[src/rtl/cgm_isqrt.sv]
// ----------------------------------------------------------------------------
// cgm_isqrt
// Pipelined floored integer square root, one result bit per stage
// (restoring digit-by-digit method).
// ----------------------------------------------------------------------------
`default_nettype none

module cgm_isqrt #(
    parameter int RES_W = 34
) (
    input  wire logic               aclk,
    input  wire logic               aresetn,
    input  wire logic               en,
    input  wire logic               in_valid,
    input  wire logic [2*RES_W-1:0] in_rad,
    output logic                    out_valid,
    output logic [RES_W-1:0]        out_root
);

    localparam int RAD_W = 2 * RES_W;
    localparam int REM_W = RES_W + 2;

    logic [RES_W-1:0] valid_reg;
    logic [REM_W-1:0] rem_reg  [RES_W];
    logic [RES_W-1:0] root_reg [RES_W];
    logic [RAD_W-1:0] rad_reg  [RES_W];

    genvar i;
    generate
        for (i = 0; i < RES_W; i++) begin : g_stage
            logic             valid_in;
            logic [REM_W-1:0] rem_in;
            logic [RES_W-1:0] root_in;
            logic [RAD_W-1:0] rad_in;
            logic [REM_W-1:0] cur, trial, rem_next;
            logic [RES_W-1:0] root_next;
            logic             ge;

            if (i == 0) begin : g_first
                assign valid_in = in_valid;
                assign rem_in   = '0;
                assign root_in  = '0;
                assign rad_in   = in_rad;
            end else begin : g_rest
                assign valid_in = valid_reg[i-1];
                assign rem_in   = rem_reg[i-1];
                assign root_in  = root_reg[i-1];
                assign rad_in   = rad_reg[i-1];
            end

            // bring down two radicand bits, try root*4+1
            assign cur       = {rem_in[RES_W-1:0], rad_in[RAD_W-1 -: 2]};
            assign trial     = {root_in, 2'b01};
            assign ge        = (cur >= trial);
            assign rem_next  = ge ? (cur - trial) : cur;
            assign root_next = {root_in[RES_W-2:0], ge};

            always_ff @(posedge aclk) begin
                if (!aresetn) begin
                    valid_reg[i] <= 1'b0;
                end else if (en) begin
                    valid_reg[i] <= valid_in;
                end
            end

            always_ff @(posedge aclk) begin
                if (en) begin
                    rem_reg[i]  <= rem_next;
                    root_reg[i] <= root_next;
                    rad_reg[i]  <= {rad_in[RAD_W-3:0], 2'b00};
                end
            end
        end
    endgenerate

    assign out_valid = valid_reg[RES_W-1];
    assign out_root  = root_reg[RES_W-1];

endmodule

`default_nettype wire

[config.mk]
export PLATFORM = sky130hd
export DESIGN_NAME = cgm_isqrt
export DESIGN_NICKNAME = d
export VERILOG_FILES = /design/src/rtl/cgm_isqrt.sv
export SDC_FILE = /design/constraint.sdc
export NUM_CORES = 2
export LEC_CHECK = 0
export BUFFER_PORTS_ARGS = -buffer_cell sky130_fd_sc_hd__buf_2
export CAP_MARGIN = 20
export CORE_UTILIZATION = 40
export DETAILED_ROUTE_END_ITERATION = 10
export GPL_ROUTABILITY_DRIVEN = 0
export RECOVER_POWER = 50
export SLEW_MARGIN = 40
export SYNTH_ARGS = -nofsm -noshare
export SYNTH_HDL_FRONTEND = slang
export SYNTH_MEMORY_MAX_BITS = 65536
export SYNTH_SLANG_ARGS = --single-unit
[constraint.sdc]
create_clock -name aclk -period 3.2 [get_ports aclk]
set_clock_uncertainty 0.15 [all_clocks]
set_input_delay 0.32 -clock aclk [delete_from_list [all_inputs] [get_ports aclk]]
set_output_delay 0.32 -clock aclk [all_outputs]
set_load 0.02 [all_outputs]
After elaboration in Yosys (flattened, before gate mapping)
Memory sizes are Yosys's and may differ from the RTL's.
Index checks and enable logic that the tools add are counted.
{"block": "totals", "ff_bits": 34, "latchBits": 0, "mem_bits_rw": 4624, "romBits": 0, "inputBits": 72, "n_memories": 3}
{"memory": "rad_reg", "words": 34, "word_bits": 66, "rd": 33, "rd_ports_with_merged_regs": 0, "wr": 34, "line": "26", "rtl": "logic [RAD_W-1:0] rad_reg [RES_W];"}
{"memory": "rem_reg", "words": 34, "word_bits": 36, "rd": 33, "rd_ports_with_merged_regs": 0, "wr": 34, "line": "24", "rtl": "logic [REM_W-1:0] rem_reg [RES_W];"}
{"memory": "root_reg", "words": 34, "word_bits": 34, "rd": 34, "rd_ports_with_merged_regs": 0, "wr": 34, "line": "25", "rtl": "logic [RES_W-1:0] root_reg [RES_W];"}
{"block": "classes", "add_sub_neg": 34, "multipliers": 0, "div_mod_pow": 0, "n_lt_le_gt_ge": 34, "n_eq_ne": 0, "shifts": 0, "muxes": 36, "bitwise_logic": 0, "n_reduce_logical": 0}
{"op": "36-bit two-way mux", "n": 34}
{"op": "36-bit greater-or-equal comparator", "n": 33}
{"op": "36-bit subtractor", "n": 33}
{"op": "2-bit by 1-bit subtractor with 3-bit output (second input constant)", "n": 1}
{"op": "2-bit by 1-bit greater-or-equal comparator with 1-bit output (second input constant)", "n": 1}
{"op": "1-bit two-way mux", "n": 2}

Longest topological paths before layout
An unclocked memory read counts as a cell.
{"block": "depth", "depth_word": 3, "ltp_mapped": 15}

Worst setup path before layout
No wires, ideal clock.
{"block": "synth_path", "path_type": "flip-flop to flip-flop", "from": "mem rem_reg[13][18] in the netlist's numbering", "to": "mem rem_reg[14][33] in the netlist's numbering (data pin)", "t_arrival_ns": 3.061, "setup_slack_ns": -0.268, "path_stages_with_launch": 11, "path_buffers": 0, "synth_period_minus_slack_ns": 3.468, "path_cell_list": "edfxtp_1 > or4_4 > or3_4 > or4_4 > or3_4 > nor3_2 > nand2_1 > or3_4 > and3_4 > and3_1 > xor2_1"}
{"element": "start: declaration", "line": "24"}

==> run metrics <==
status=finished with violations; failing checks=max-capacitance violations, max-slew violations, negative setup slack; Die Y=574 µm; predominant post-synthesis flop cell=edfxtp_1; Largest register FFs=1122; Hold EP=rem_reg[0][1]; Routed WL per cell=17.8 µm; Slew HR=-51.5%; critical path class=reg2reg; reg-to-reg startpoint=rem_reg[13][19]; final wirelength=300 mm; FF+latch count, synth=2822; Area Growth Syn to Fin=29.1%; Hold Crit Class=in2reg; critical path arrival=3.99 ns; Place WS=-0.550 ns; fin crit share=110%; Gate Count Post-Synth=10200; fraction of layout cells with a size suffix above 1=27.2%; Seq/Total Area, Yosys=64.4%; crit path time final=3.52 ns; maximum fanout along the worst path=3; Post-synth EDFFs=2788; Final setup viols=290; dpl hpwl=207 mm; Final Cell Area=0.169 mm²; Placed Cells incl. Taps=15800; CTS max path bufs=4; number of buffers created by CTS=317; clock latency on the worst-skew pair=0.93 ns; detailed-route DRC error count=0; Worst Max-Slew Pin Slew=2.27 ns; number of port buffers=106; GRT Overall Usage=17.3%; Layout Nets=13000; number of H-tree levels=5; TritonCTS clock tree=done; Die W=574 µm; Worst Path Required=3.67 ns; clock-pin slew on the worst setup and hold paths=0.05 ns; post-route setup slack=-0.315 ns; Initial Utilization=40.3%; Die ar.=0.330 mm²; GRT overflow=0; hold path cells=3; ANT nets after route=0; Max Cap Viol=1; largest net degree at the start of global routing=100; max frequency=284 MHz; final hold viol count=0; synth unique cells=99; total chip power=117000 µW; core area=0.325 mm²; number of global-route vias before repair=88000; Syn Area/Cell=12.9 µm²; Pwr Density=691 mW/mm²; 1st-iter DRT viols=5592; worst r2r dst=rem_reg[14][33]; RSZ-0062 raised after global routing=true; Hold Crit Start=in_rad[67]; DRT Pass-1 Iters=6; Post-DP Area=0.148 mm²; Syn Std Cell Area=0.131 mm²; CP Capture Type=flop; CTS root buffer=clkbuf_16; IO Count=107; initial antenna violation count=2; DR vias=87300; Post-synth ARST share=0%; YS warnings=0; Clock Sinks=2822; # rows=209; Worst VDD drop=0.000455 V; Pleak=0.0665 µW; Mapped Nets=10900; max-slew violations=40; final instance count without filler cells=16900; first-pass GRT wire length=464 mm; R2R cell count=10; R2R setup slack=-0.32 ns; Avg Vias per Cell=5.17; type of origin of the critical path=flop
-- placed cells by master (no fill, tap or decap), types with 81 or more instances in the layout --
| master | count |
|---|---|
| buf_6 | 103 |
| inv_1 | 769 |
| a21o_1 | 297 |
| clkbuf_16 | 335 |
| nand2b_1 | 126 |
| nor2_1 | 468 |
| o21ai_0 | 403 |
| nand2_1 | 670 |
| xnor2_1 | 441 |
| clkbuf_4 | 153 |
| buf_4 | 1391 |
| nand4_1 | 115 |
| clkbuf_1 | 97 |
| buf_2 | 101 |
| edfxtp_1 | 2788 |
| nor3_1 | 168 |
| o21ai_1 | 84 |
| o21ai_2 | 81 |
| dlygate4sd3_1 | 139 |
| o21a_1 | 115 |
| nor2b_1 | 117 |
| a21oi_1 | 512 |
| nand3_1 | 129 |
| xor2_1 | 434 |
| a21oi_2 | 82 |
| ha_1 | 540 |
-- layer usage --
metal	vias to the layer above	share of wire, %	track usage [%]
met4	0	4.4	7.44
met3	801	3.8	2.07
met1	42600	41	20.7
met5	-	0	0
met2	2097	51	31.1
li1	41900	-	-
-- cells in the mapped netlist, drive strengths merged (19+ instances only) --
library cell  instances  area, µm²
a2111oi              25        238
a211o                19        166
a211oi               31        233
a21boi               28        221
a21o                298       2240
a21oi               608       3040
a31oi                62        388
and2                 32        200
and3                 56        355
buf                  42        219
clkbuf              165        619
dfxtp                34        681
edfxtp             2788      83700
ha                  631       7900
inv                 810       3040
mux2                 68        773
mux2i                44        440
nand2               736       2770
nand2b              136        851
nand3               149        751
nand3b               29        218
nand4               115        719
nor2                550       2070
nor2b               137        857
nor3                235       1190
nor4                131        826
o211ai               27        203
o21a                116        871
o21ai               579       2900
o21bai               66        495
o31ai                72        541
or2                  43        272
or3                  87        559
or4                  58        447
xnor2               468       4100
xor2                438       3840
-- timing repair --
action                                 4_1_cts  5_1_grt
setup endpoints to repair                  784      871
endpoints found under the hold margin      352        0
setup buffers                              151      237
gates cloned                                13       21
resized for setup                          585      904
pin swaps                                  214      443
hold buffers                               139        0
-- power by group --
| part | internal, µW | switching, µW |
|---|---|---|
| Sequential | 46900 | 3190 |
| Combinational | 15100 | 16700 |
| Clock | 20300 | 14800 |
| Total | 82300 | 34700 |
-- worst max-delay path: stages (launching register included) --
cell and delay [ns]:
edfxtp_1 0.38, or4_4 0.54, or3_4 0.34, or4_4 0.42, or3_4 0.36, nor3_4 0.14, nand2_2 0.08, or3_4 0.37
and3_4 0.17, and3_4 0.17, xor2_1 0.14
-- metrics by stage --
step	util (%)	hold WS (ns)	TNS (ns)
CTS	50.3	0.0199	-26.32
floorplan	-	0.250	-9.54
global placement	45.5	0.250	-79.17
global route	52.1	0.166	-93.60
detailed placement	45.5	0.255	-110.36
finish	52.1	0.185	-31.48
-- how the worst max path moves through the flow --
stage / start / slack, ns / cells after the start / end
2_1_floorplan: rem_reg[13][18] / -0.27 / 10 / rem_reg[14][33]
3_3_place_gp: root_reg[19][0] / -0.61 / 15 / rem_reg[20][31]
3_5_place_dp: root_reg[19][2] / -0.55 / 15 / rem_reg[20][31]
4_1_cts: rem_reg[13][19] / -0.34 / 10 / rem_reg[14][33]
5_1_grt: rem_reg[13][19] / -0.42 / 10 / rem_reg[14][33]
6_report: rem_reg[13][19] / -0.32 / 10 / rem_reg[14][33]
-- cells by family (layout without fill, tap and decap cells) --
group	after synthesis	in the layout	synth area share, %
AO/OA/AOI/OAI	2101	2102	9.95
AND/OR/NAND/NOR	2563	2565	9.68
other	1	2	0.00286
XOR/XNOR	906	906	6.05
flip-flops	2822	2822	64.4
buffers and inverters	1020	3435	2.97
multiplexers	112	112	0.926
adder cells (fa/ha/maj)	631	631	6.02
-- final cells by class --
cell class                 count  area [µm²]
tap                         4325        5410
antenna                        1        2.50
multi-input combinational   6317       49300
sequential                  2822       84400
clock buffer                 372        8220
inverter                     813        3100
fill                       26900      156000
timing repair buffer        2054       17000
timing repair inverter         1        6.26
clock inverter               195        1810
Power figures use the tool's default switching activity.
