File: src/rtl/cgm_pkg.sv
// ----------------------------------------------------------------------------
// cgm_pkg
// Shared types and widths for the color gradient magnitude pipeline.
// ----------------------------------------------------------------------------
`default_nettype none

package cgm_pkg;

    localparam int DER_W    = 16;              // one derivative, signed Q8.8
    localparam int PIX_W    = 6 * DER_W;       // packed input beat
    localparam int SQ_W     = 32;              // square or cross product
    localparam int TXY_W    = SQ_W + 1;        // signed cross sum
    localparam int SUM_W    = SQ_W + 1;        // gxx + gyy
    localparam int DISC_W   = 2 * SQ_W + 3;    // (gxx-gyy)^2 + 4*gxy^2
    localparam int ROOT1_W  = 34;              // isqrt of discriminant
    localparam int LAM_W    = 34;              // largest eigenvalue, Q16.16
    localparam int MAG_W    = 17;              // result, unsigned Q8.8
    localparam int OUT_TDATA_W = 24;
    localparam int MAG_MAX  = 80264;

    // first field in the highest bits
    typedef struct packed {
        logic signed [DER_W-1:0] blue_dy;
        logic signed [DER_W-1:0] blue_dx;
        logic signed [DER_W-1:0] green_dy;
        logic signed [DER_W-1:0] green_dx;
        logic signed [DER_W-1:0] red_dy;
        logic signed [DER_W-1:0] red_dx;
    } deriv_t;

    typedef struct packed {
        logic [DISC_W-1:0] disc;
        logic [SUM_W-1:0]  trace;
    } tensor_t;

endpackage

`default_nettype wire

File: src/rtl/cgm_skid.sv
// ----------------------------------------------------------------------------
// cgm_skid
// Output register with a skid stage; ready toward the pipeline is registered.
// ----------------------------------------------------------------------------
`default_nettype none

module cgm_skid
    import cgm_pkg::*;
(
    input  wire logic             aclk,
    input  wire logic             aresetn,
    input  wire logic             in_valid,
    input  wire logic [MAG_W-1:0] in_data,
    output logic                  in_ready,
    output logic                  out_valid,
    output logic [MAG_W-1:0]      out_data,
    input  wire logic             out_ready
);

    logic             out_valid_reg, out_valid_next;
    logic             skid_valid_reg, skid_valid_next;
    logic [MAG_W-1:0] out_data_reg, out_data_next;
    logic [MAG_W-1:0] skid_data_reg, skid_data_next;
    logic             in_take, out_free;

    assign in_ready = !skid_valid_reg;
    assign in_take  = in_valid && !skid_valid_reg;
    assign out_free = !out_valid_reg || out_ready;

    always_comb begin
        out_valid_next  = out_valid_reg;
        out_data_next   = out_data_reg;
        skid_valid_next = skid_valid_reg;
        skid_data_next  = skid_data_reg;
        if (out_free) begin
            if (skid_valid_reg) begin
                out_valid_next  = 1'b1;
                out_data_next   = skid_data_reg;
                skid_valid_next = 1'b0;
            end else begin
                out_valid_next  = in_take;
                out_data_next   = in_data;
            end
        end else if (in_take) begin
            skid_valid_next = 1'b1;
            skid_data_next  = in_data;
        end
    end

    always_ff @(posedge aclk) begin
        if (!aresetn) begin
            out_valid_reg  <= 1'b0;
            skid_valid_reg <= 1'b0;
        end else begin
            out_valid_reg  <= out_valid_next;
            skid_valid_reg <= skid_valid_next;
        end
    end

    always_ff @(posedge aclk) begin
        out_data_reg  <= out_data_next;
        skid_data_reg <= skid_data_next;
    end

    assign out_valid = out_valid_reg;
    assign out_data  = out_data_reg;

endmodule

`default_nettype wire

File: config.mk
export PLATFORM = sky130hd
export DESIGN_NAME = cgm_skid
export DESIGN_NICKNAME = d
export VERILOG_FILES = /design/src/rtl/cgm_pkg.sv /design/src/rtl/cgm_skid.sv
export SDC_FILE = /design/constraint.sdc
export NUM_CORES = 1
export LEC_CHECK = 0
export BUFFER_PORTS_ARGS = -buffer_cell sky130_fd_sc_hd__buf_2
export CORE_MARGIN = 10
export CORE_UTILIZATION = 50
export CTS_CLUSTER_DIAMETER = 100
export DETAILED_ROUTE_END_ITERATION = 7
export GPL_TIMING_DRIVEN = 0
export PLACE_DENSITY = 0.77
export SLEW_MARGIN = 20
export SYNTH_ARGS = -nofsm -noshare
export SYNTH_HDL_FRONTEND = slang
export SYNTH_SLANG_ARGS = --single-unit
File: constraint.sdc
create_clock -name aclk -period 3.5 [get_ports aclk]
set_clock_uncertainty 0.05 [all_clocks]
set_input_delay 0.7 -clock aclk [delete_from_list [all_inputs] [get_ports aclk]]
set_output_delay 0.7 -clock aclk [all_outputs]
set_load 0.01 [all_outputs]
# Word-level counts from Yosys, hierarchy flattened
# Cells that the tools add are included.
# op_classes
n_reduce_logical	6
bitwise_logic	2
mux	2
# op_table
op	count
two-way mux 17 bit	1
logical NOT 1 bit	2
inverter 1 bit	2
AND reduction 2 bit	1
OR reduction 2 bit	1
logical AND 1 bit	1
logical OR 1 bit	1
two-way mux 1 bit	1
# totals
in_bits	21
out_inout_bits	19
regBits	36
elab_cells	14

# Logic depth before layout (Yosys ltp)
# Gate-level depths: netlist of run 1.
# logic_depth
word_depth	4
ltp_mapped	3

# Worst setup path after synthesis of run 1
# OpenSTA, ideal clock, no wires.
# synth_timing
path_kind	in2reg
from	input port out_ready
to	register skid_data_reg[0] (enable)
path_buffers	0
path_stages	2
arrival_ns	2.605
setup_slack_ns	0.428
path_cell_list	nand2b_1 nor3b_1
# synth_between
elab_chain_cells	3
# synth_rtl
item	line	rtl
start: declaration	cgm_skid.sv:17	input wire logic out_ready
logical OR 1 bit	cgm_skid.sv:28	assign out_free = !out_valid_reg || out_ready;
inverter 1 bit (no line)	n/a	
AND reduction 2 bit (no line)	n/a	
end signal: assignment	cgm_skid.sv:62	skid_data_reg <= skid_data_next;
end: declaration	cgm_skid.sv:23	logic [MAG_W-1:0] skid_data_reg, skid_data_next;
# No other way between the ends.
# A chain may end at the register's enable or synchronous reset.

# Worst setup path in the final report of run 1
# layout_timing
from	input port out_ready
to	register skid_data_reg[3] (enable)
# layout_between
elab_chain_cells	3
# layout_rtl
item	line	rtl
logical OR 1 bit	cgm_skid.sv:28	
net out_free	cgm_skid.sv:24	logic in_take, out_free;
inverter 1 bit (no line)	n/a	
AND reduction 2 bit (no line)	n/a	
# The timed path passes the listed nets, and every way through them passes these cells.

==> flow_summary.ini, run 1 <==
[synth]
cell_count_after_synthesis = 61
avgSynthCellArea_um2 = 22.7
ffs_latches_synth = 36
synthesis.nets = 82
synth_warnings = 0
netlist-cell-type-count = 10
mappedNetlistArea_mm2 = 0.00138
share_of_synthesized_area_occupied_by_flip_flops_and_latches_pct = 76.7

[sta]
fin_worst_hold_slack_ns = 0.505
maxSlewViolCount = 0
final_hold_viol_count = 0
worstMarginPinSlew_ns = 0.971
max-slew-margin-rel_pct = 35.3
timing.final.setup_violations = 0
rsz0062_at_grt = no
clock.fmax_mhz = 416
period_needed_ns = 2.41
fin_crit_sh_pct = 68.7

[power]
power.ir.vdd_worst_mv = 0.369
power_frac_comb_pct = 9.3
power_per_cell_area_mw_per_mm2 = 456
switching_power_uw = 160
internal_power_uw = 607
p_seq_share_pct = 65.2
leakagePower_nw = 0.676
p_sw_share_pct = 20.8
power.share.clock_pct = 25.5

[floorplan]
floorplan.io_pins = 40
floorplan.core_area_mm2 = 0.00271
initial_utilization_pct = 51.0
site_rows = 19
dieArea_mm2 = 0.00527
die_width_um = 72.6
die_height_um = 72.6

[global_route]
total_global_route_track_usage_pct = 9.01
globalRouteOverflowTotal = 0
global_route_wire_length_before_repair_mm = 3.57
grt_start_max_net_pins = 21
first_global_vias = 738
grt_antenna_before_repair = 0

[clocking]
cts_root_buffer = sky130_fd_sc_hd__clkbuf_4
cts_post_setup_buffers_inserted = 0
clk_latency_ns = 0.32
clk_pin_slew_ns = 0.10
cts_num_sinks = 36
ctsResizeCount = 0
clk_path_buf_depth = 2
cts_tree = yes
ctsHtreeMaxLevel = 2
number_of_clock_buffers_inserted_by_tritoncts = 5
cts_hold_repair.buffers = 0

[worst_setup_path]
required_ns = 3.50
end_kind = flip-flop
crit_arrival_ns = 2.40
criticalPathCategory = primary input to flip-flop
worst-path-max-fanout = 20
cp_cell_sequence = buf_2, nand2b_1, nor3b_2, buf_6
crit_slowest_cell = sky130_fd_sc_hd__nor3b_2
worst_setup_path_start_kind = primary input
crit_path_max_incr_delay_ns = 0.79
timing.critical_path.max_delay_family = simple AND/OR/NAND/NOR gates
crit_buf_inv = 2

[routing]
detail-route-antenna-nets = 0
dr.pass1.iters = 5
vias_per_cell = 4.91
route.vias.total = 683
initialDrtViolationCount = 29
post-route-drc-count = 0
wl_mm = 2.28
route.detailed.wl_per_inst_um = 16.4

[placed_design]
placement.io_buffers = 39
post-place-cells = 132
globalplace.congestion = 0.682

[layout]
final_layout_size_suffix_gt1_share_pct = 63.0
final_core_util_pct = 62.0
synthToLayoutAreaGrowth_pct = 21.4
nFillCells = 205
diodes = 0
finalNonFillerCells = 139
fin_nets = 129

[min_path]
timing.hold.worst.class = flip-flop to flip-flop

[run_status]
run_status = finished, final reports clean

[flow_run]
max_cap_violations = 0
[cell usage after synthesis, drive strengths merged]
master	count	area share, %
nor2	1	0.45
dfxtp	2	2.9
nor3b	2	1.4
a21boi	1	0.54
inv	1	0.27
edfxtp	34	74
buf	2	1.6
nand2b	1	0.45
mux2	17	18
[path summary, 6_finish.rpt]
kind	startpoint	endpoint	slack (ns)	cells after the start
worst max-delay path	out_ready	skid_data_reg[3]	1.09	4
worst min-delay path	skid_data_reg[15]	out_data[15]	0.50	1
worst max register to register	out_valid	skid_data_reg[3]	1.31	3
worst min register to register	skid_data_reg[15]	out_data[15]	0.50	1
[cell families after synthesis]
group	Yosys count	synth area share (%)
DFF	36	76.7
muxes	17	18.5
AOI/OAI and AO/OA	1	0.543
and+or+nand+nor	4	2.35
buffers and inverters	3	1.90
[power groups by stage]
stage / Clock, mW / Combinational [mW] / Sequential, mW
floorplan: 0 / 0.0278 / 0.519
global placement: 0 / 0.0694 / 0.509
detailed placement: 0 / 0.0734 / 0.510
CTS: 0.200 / 0.0734 / 0.500
global route: 0.223 / 0.0778 / 0.501
finish: 0.195 / 0.0716 / 0.499
[placed cells by master, fill, tap and decap left out, drive strengths merged]
master	n
nor3b	2
nand2b	1
dfxtp	2
clkinv	1
buf	42
mux2	17
clkbuf	6
a21boi	1
inv	1
nor2	1
edfxtp	34
[per-stage QoR]
stage	cell area [um^2]	power [mW]	TNS, ns	worst slack [ns]
final	1680	0.766	0	1.09
after global routing	1680	0.802	0	1.00
after CTS	1680	0.773	0	1.09
after detailed placement	1630	0.583	0	0.719
after global placement	1620	0.578	-4.32	-0.255
after floorplan	1380	0.547	0	0.428
[layout make-up]
class	count	area [um^2]	area share [%]
repair buffers	40	206	12.3
clock buffers	6	41.3	2.46
plain buffers	2	22.5	1.34
well taps	31	38.8	2.31
multi-input cells	22	300	17.9
inverters	1	3.75	0.224
flip-flops and latches	36	1060	63.2
clock inverters	1	5.00	0.298
[routing by layer]
metal  vias to the layer above  GRT usage [%]  wire, um
met2                        22           15.5      1240
li1                        329              -         -
met3                         6           5.31       200
met1                       326           7.96       787
met5                         -              0         0
met4                         0           5.06        55
Power figures use the tool's default switching activity.
==> inputs of run 2 (changes only) <==
Settings changed: CORE_UTILIZATION 50 to 45, PLACE_DENSITY 0.77 to 0.74.
Clock period 3.5 ns to 2.2 ns, I/O delays scaled along.
==> flow_summary.ini, run 2 (synthesized netlist as in run 1, its figures left out) <==
[power]
internal_power_uw = 966
switching_power_uw = 267
power_per_cell_area_mw_per_mm2 = 726
leakagePower_nw = 0.686
p_sw_share_pct = 21.7
power.ir.vdd_worst_mv = 0.420
power.share.clock_pct = 26.1
power_frac_comb_pct = 9.3
p_seq_share_pct = 64.5

[global_route]
globalRouteOverflowTotal = 0
total_global_route_track_usage_pct = 8.95
first_global_vias = 738
grt_start_max_net_pins = 21
global_route_wire_length_before_repair_mm = 3.71
grt_antenna_before_repair = 0

[layout]
layout.cell_area.non_filler_mm2 = 0.00170
nFillCells = 248
layout.cells.most_common = sky130_fd_sc_hd__buf_2
diodes = 0
fin_nets = 130
final-seq-area_mm2 = 0.00106
final_layout_size_suffix_gt1_share_pct = 63.6
multi_input_area_um2 = 307
synthToLayoutAreaGrowth_pct = 22.7
final_core_util_pct = 56.5
final_cell_mix = sky130_fd_sc_hd__buf_2, sky130_fd_sc_hd__edfxtp_1, sky130_fd_sc_hd__mux2_4, sky130_fd_sc_hd__clkbuf_4

[routing]
post-route-drc-count = 0
detail-route-antenna-nets = 0
route.vias.total = 705
wl_mm = 2.43
route.detailed.wl_per_inst_um = 17.0
vias_per_cell = 4.93
dr.pass1.iters = 5
initialDrtViolationCount = 59

[sta]
max-slew-margin-rel_pct = 33.2
fin_crit_sh_pct = 83.6
rsz0062_at_grt = no
worstMarginPinSlew_ns = 1.00
maxSlewViolCount = 0
timing.final.setup_violations = 0
clock.fmax_mhz = 544
final_hold_viol_count = 0
final_worst_path_setup_slack_ns = 0.362
period_needed_ns = 1.84
fin_worst_hold_slack_ns = 0.245

[clocking]
clk_path_buf_depth = 2
cts_post_setup_buffers_inserted = 2
cts_root_buffer = sky130_fd_sc_hd__clkbuf_4
clk_pin_slew_ns = 0.11
ctsHtreeMaxLevel = 2
number_of_clock_buffers_inserted_by_tritoncts = 5
ctsResizeCount = 0
cts_tree = yes
cts_num_sinks = 36
cts_hold_repair.buffers = 0
clk_latency_ns = 0.33

[worst_setup_path]
worst-path-max-fanout = 20
end_kind = flip-flop
worst_setup_path_start_kind = flip-flop
required_ns = 2.19
criticalPathCategory = flip-flop to flip-flop
crit_arrival_ns = 1.82

[floorplan]
floorplan.core_area_mm2 = 0.00300
die_height_um = 75.4
die_width_um = 75.4
site_rows = 20
initial_utilization_pct = 46.0
dieArea_mm2 = 0.00569
floorplan.io_pins = 40

[flow_run]
max_cap_violations = 0

[placed_design]
placement.io_buffers = 39
dpl-instance-area_mm2 = 0.00163
globalplace.congestion = 0.640
post-place-ws_ns = -0.368

[min_path]
timing.hold.worst.class = primary input to flip-flop

[run_status]
run_status = finished, final reports clean
==> run 2: power by group through the flow <==
stage | logic [mW] | registers (mW) | clock network, mW
3_3_place_gp | 0.114 | 0.810 | 0
3_5_place_dp | 0.117 | 0.811 | 0
4_1_cts | 0.118 | 0.796 | 0.339
5_1_grt | 0.126 | 0.799 | 0.364
2_1_floorplan | 0.0459 | 0.826 | 0
6_report | 0.115 | 0.795 | 0.322
==> run 2: path summary, 6_finish.rpt <==
| check | startpoint | endpoint | slack (ns) | cells past startpoint |
|---|---|---|---|---|
| hold / removal | in_data[15] | skid_data_reg[15] | 0.24 | 1 |
| setup reg to reg | out_valid | skid_data_reg[14] | 0.36 | 3 |
| setup / recovery | out_valid | skid_data_reg[14] | 0.36 | 3 |
| hold reg to reg | skid_data_reg[14] | out_data[14] | 0.51 | 1 |
==> run 2: layer usage <==
layer  routed length [um]  global-route usage, %
met5                    0                      0
met4                   27                   3.09
met3                  309                   6.25
met2                 1090                   13.2
met1                  999                   9.98
==> run 2: area by class of cell <==
type,count,share of cell area [%]
buffer,2,1.33
multi-input combinational,22,18.1
clock inverter,3,0.811
clock buffer,5,2.21
timing repair buffer,41,12.4
inverter,1,0.221
tap,33,2.43
sequential,36,62.5
==> run 2: worst max-delay path: stages, from the launching register on <==
cell and delay [ns]:
sky130_fd_sc_hd__dfxtp_1 0.35, sky130_fd_sc_hd__nand2b_1 0.53, sky130_fd_sc_hd__nor3b_4 0.38, sky130_fd_sc_hd__buf_4 0.24
==> run 2: metrics by stage <==
step | instances | total power, mW | setup TNS, ns
finish | 143 | 1.23 | 0
CTS | 143 | 1.25 | 0
detailed placement | 133 | 0.928 | -6.24
global placement | 133 | 0.924 | -5.36
global route | 143 | 1.29 | 0
floorplan | 61 | 0.872 | 0
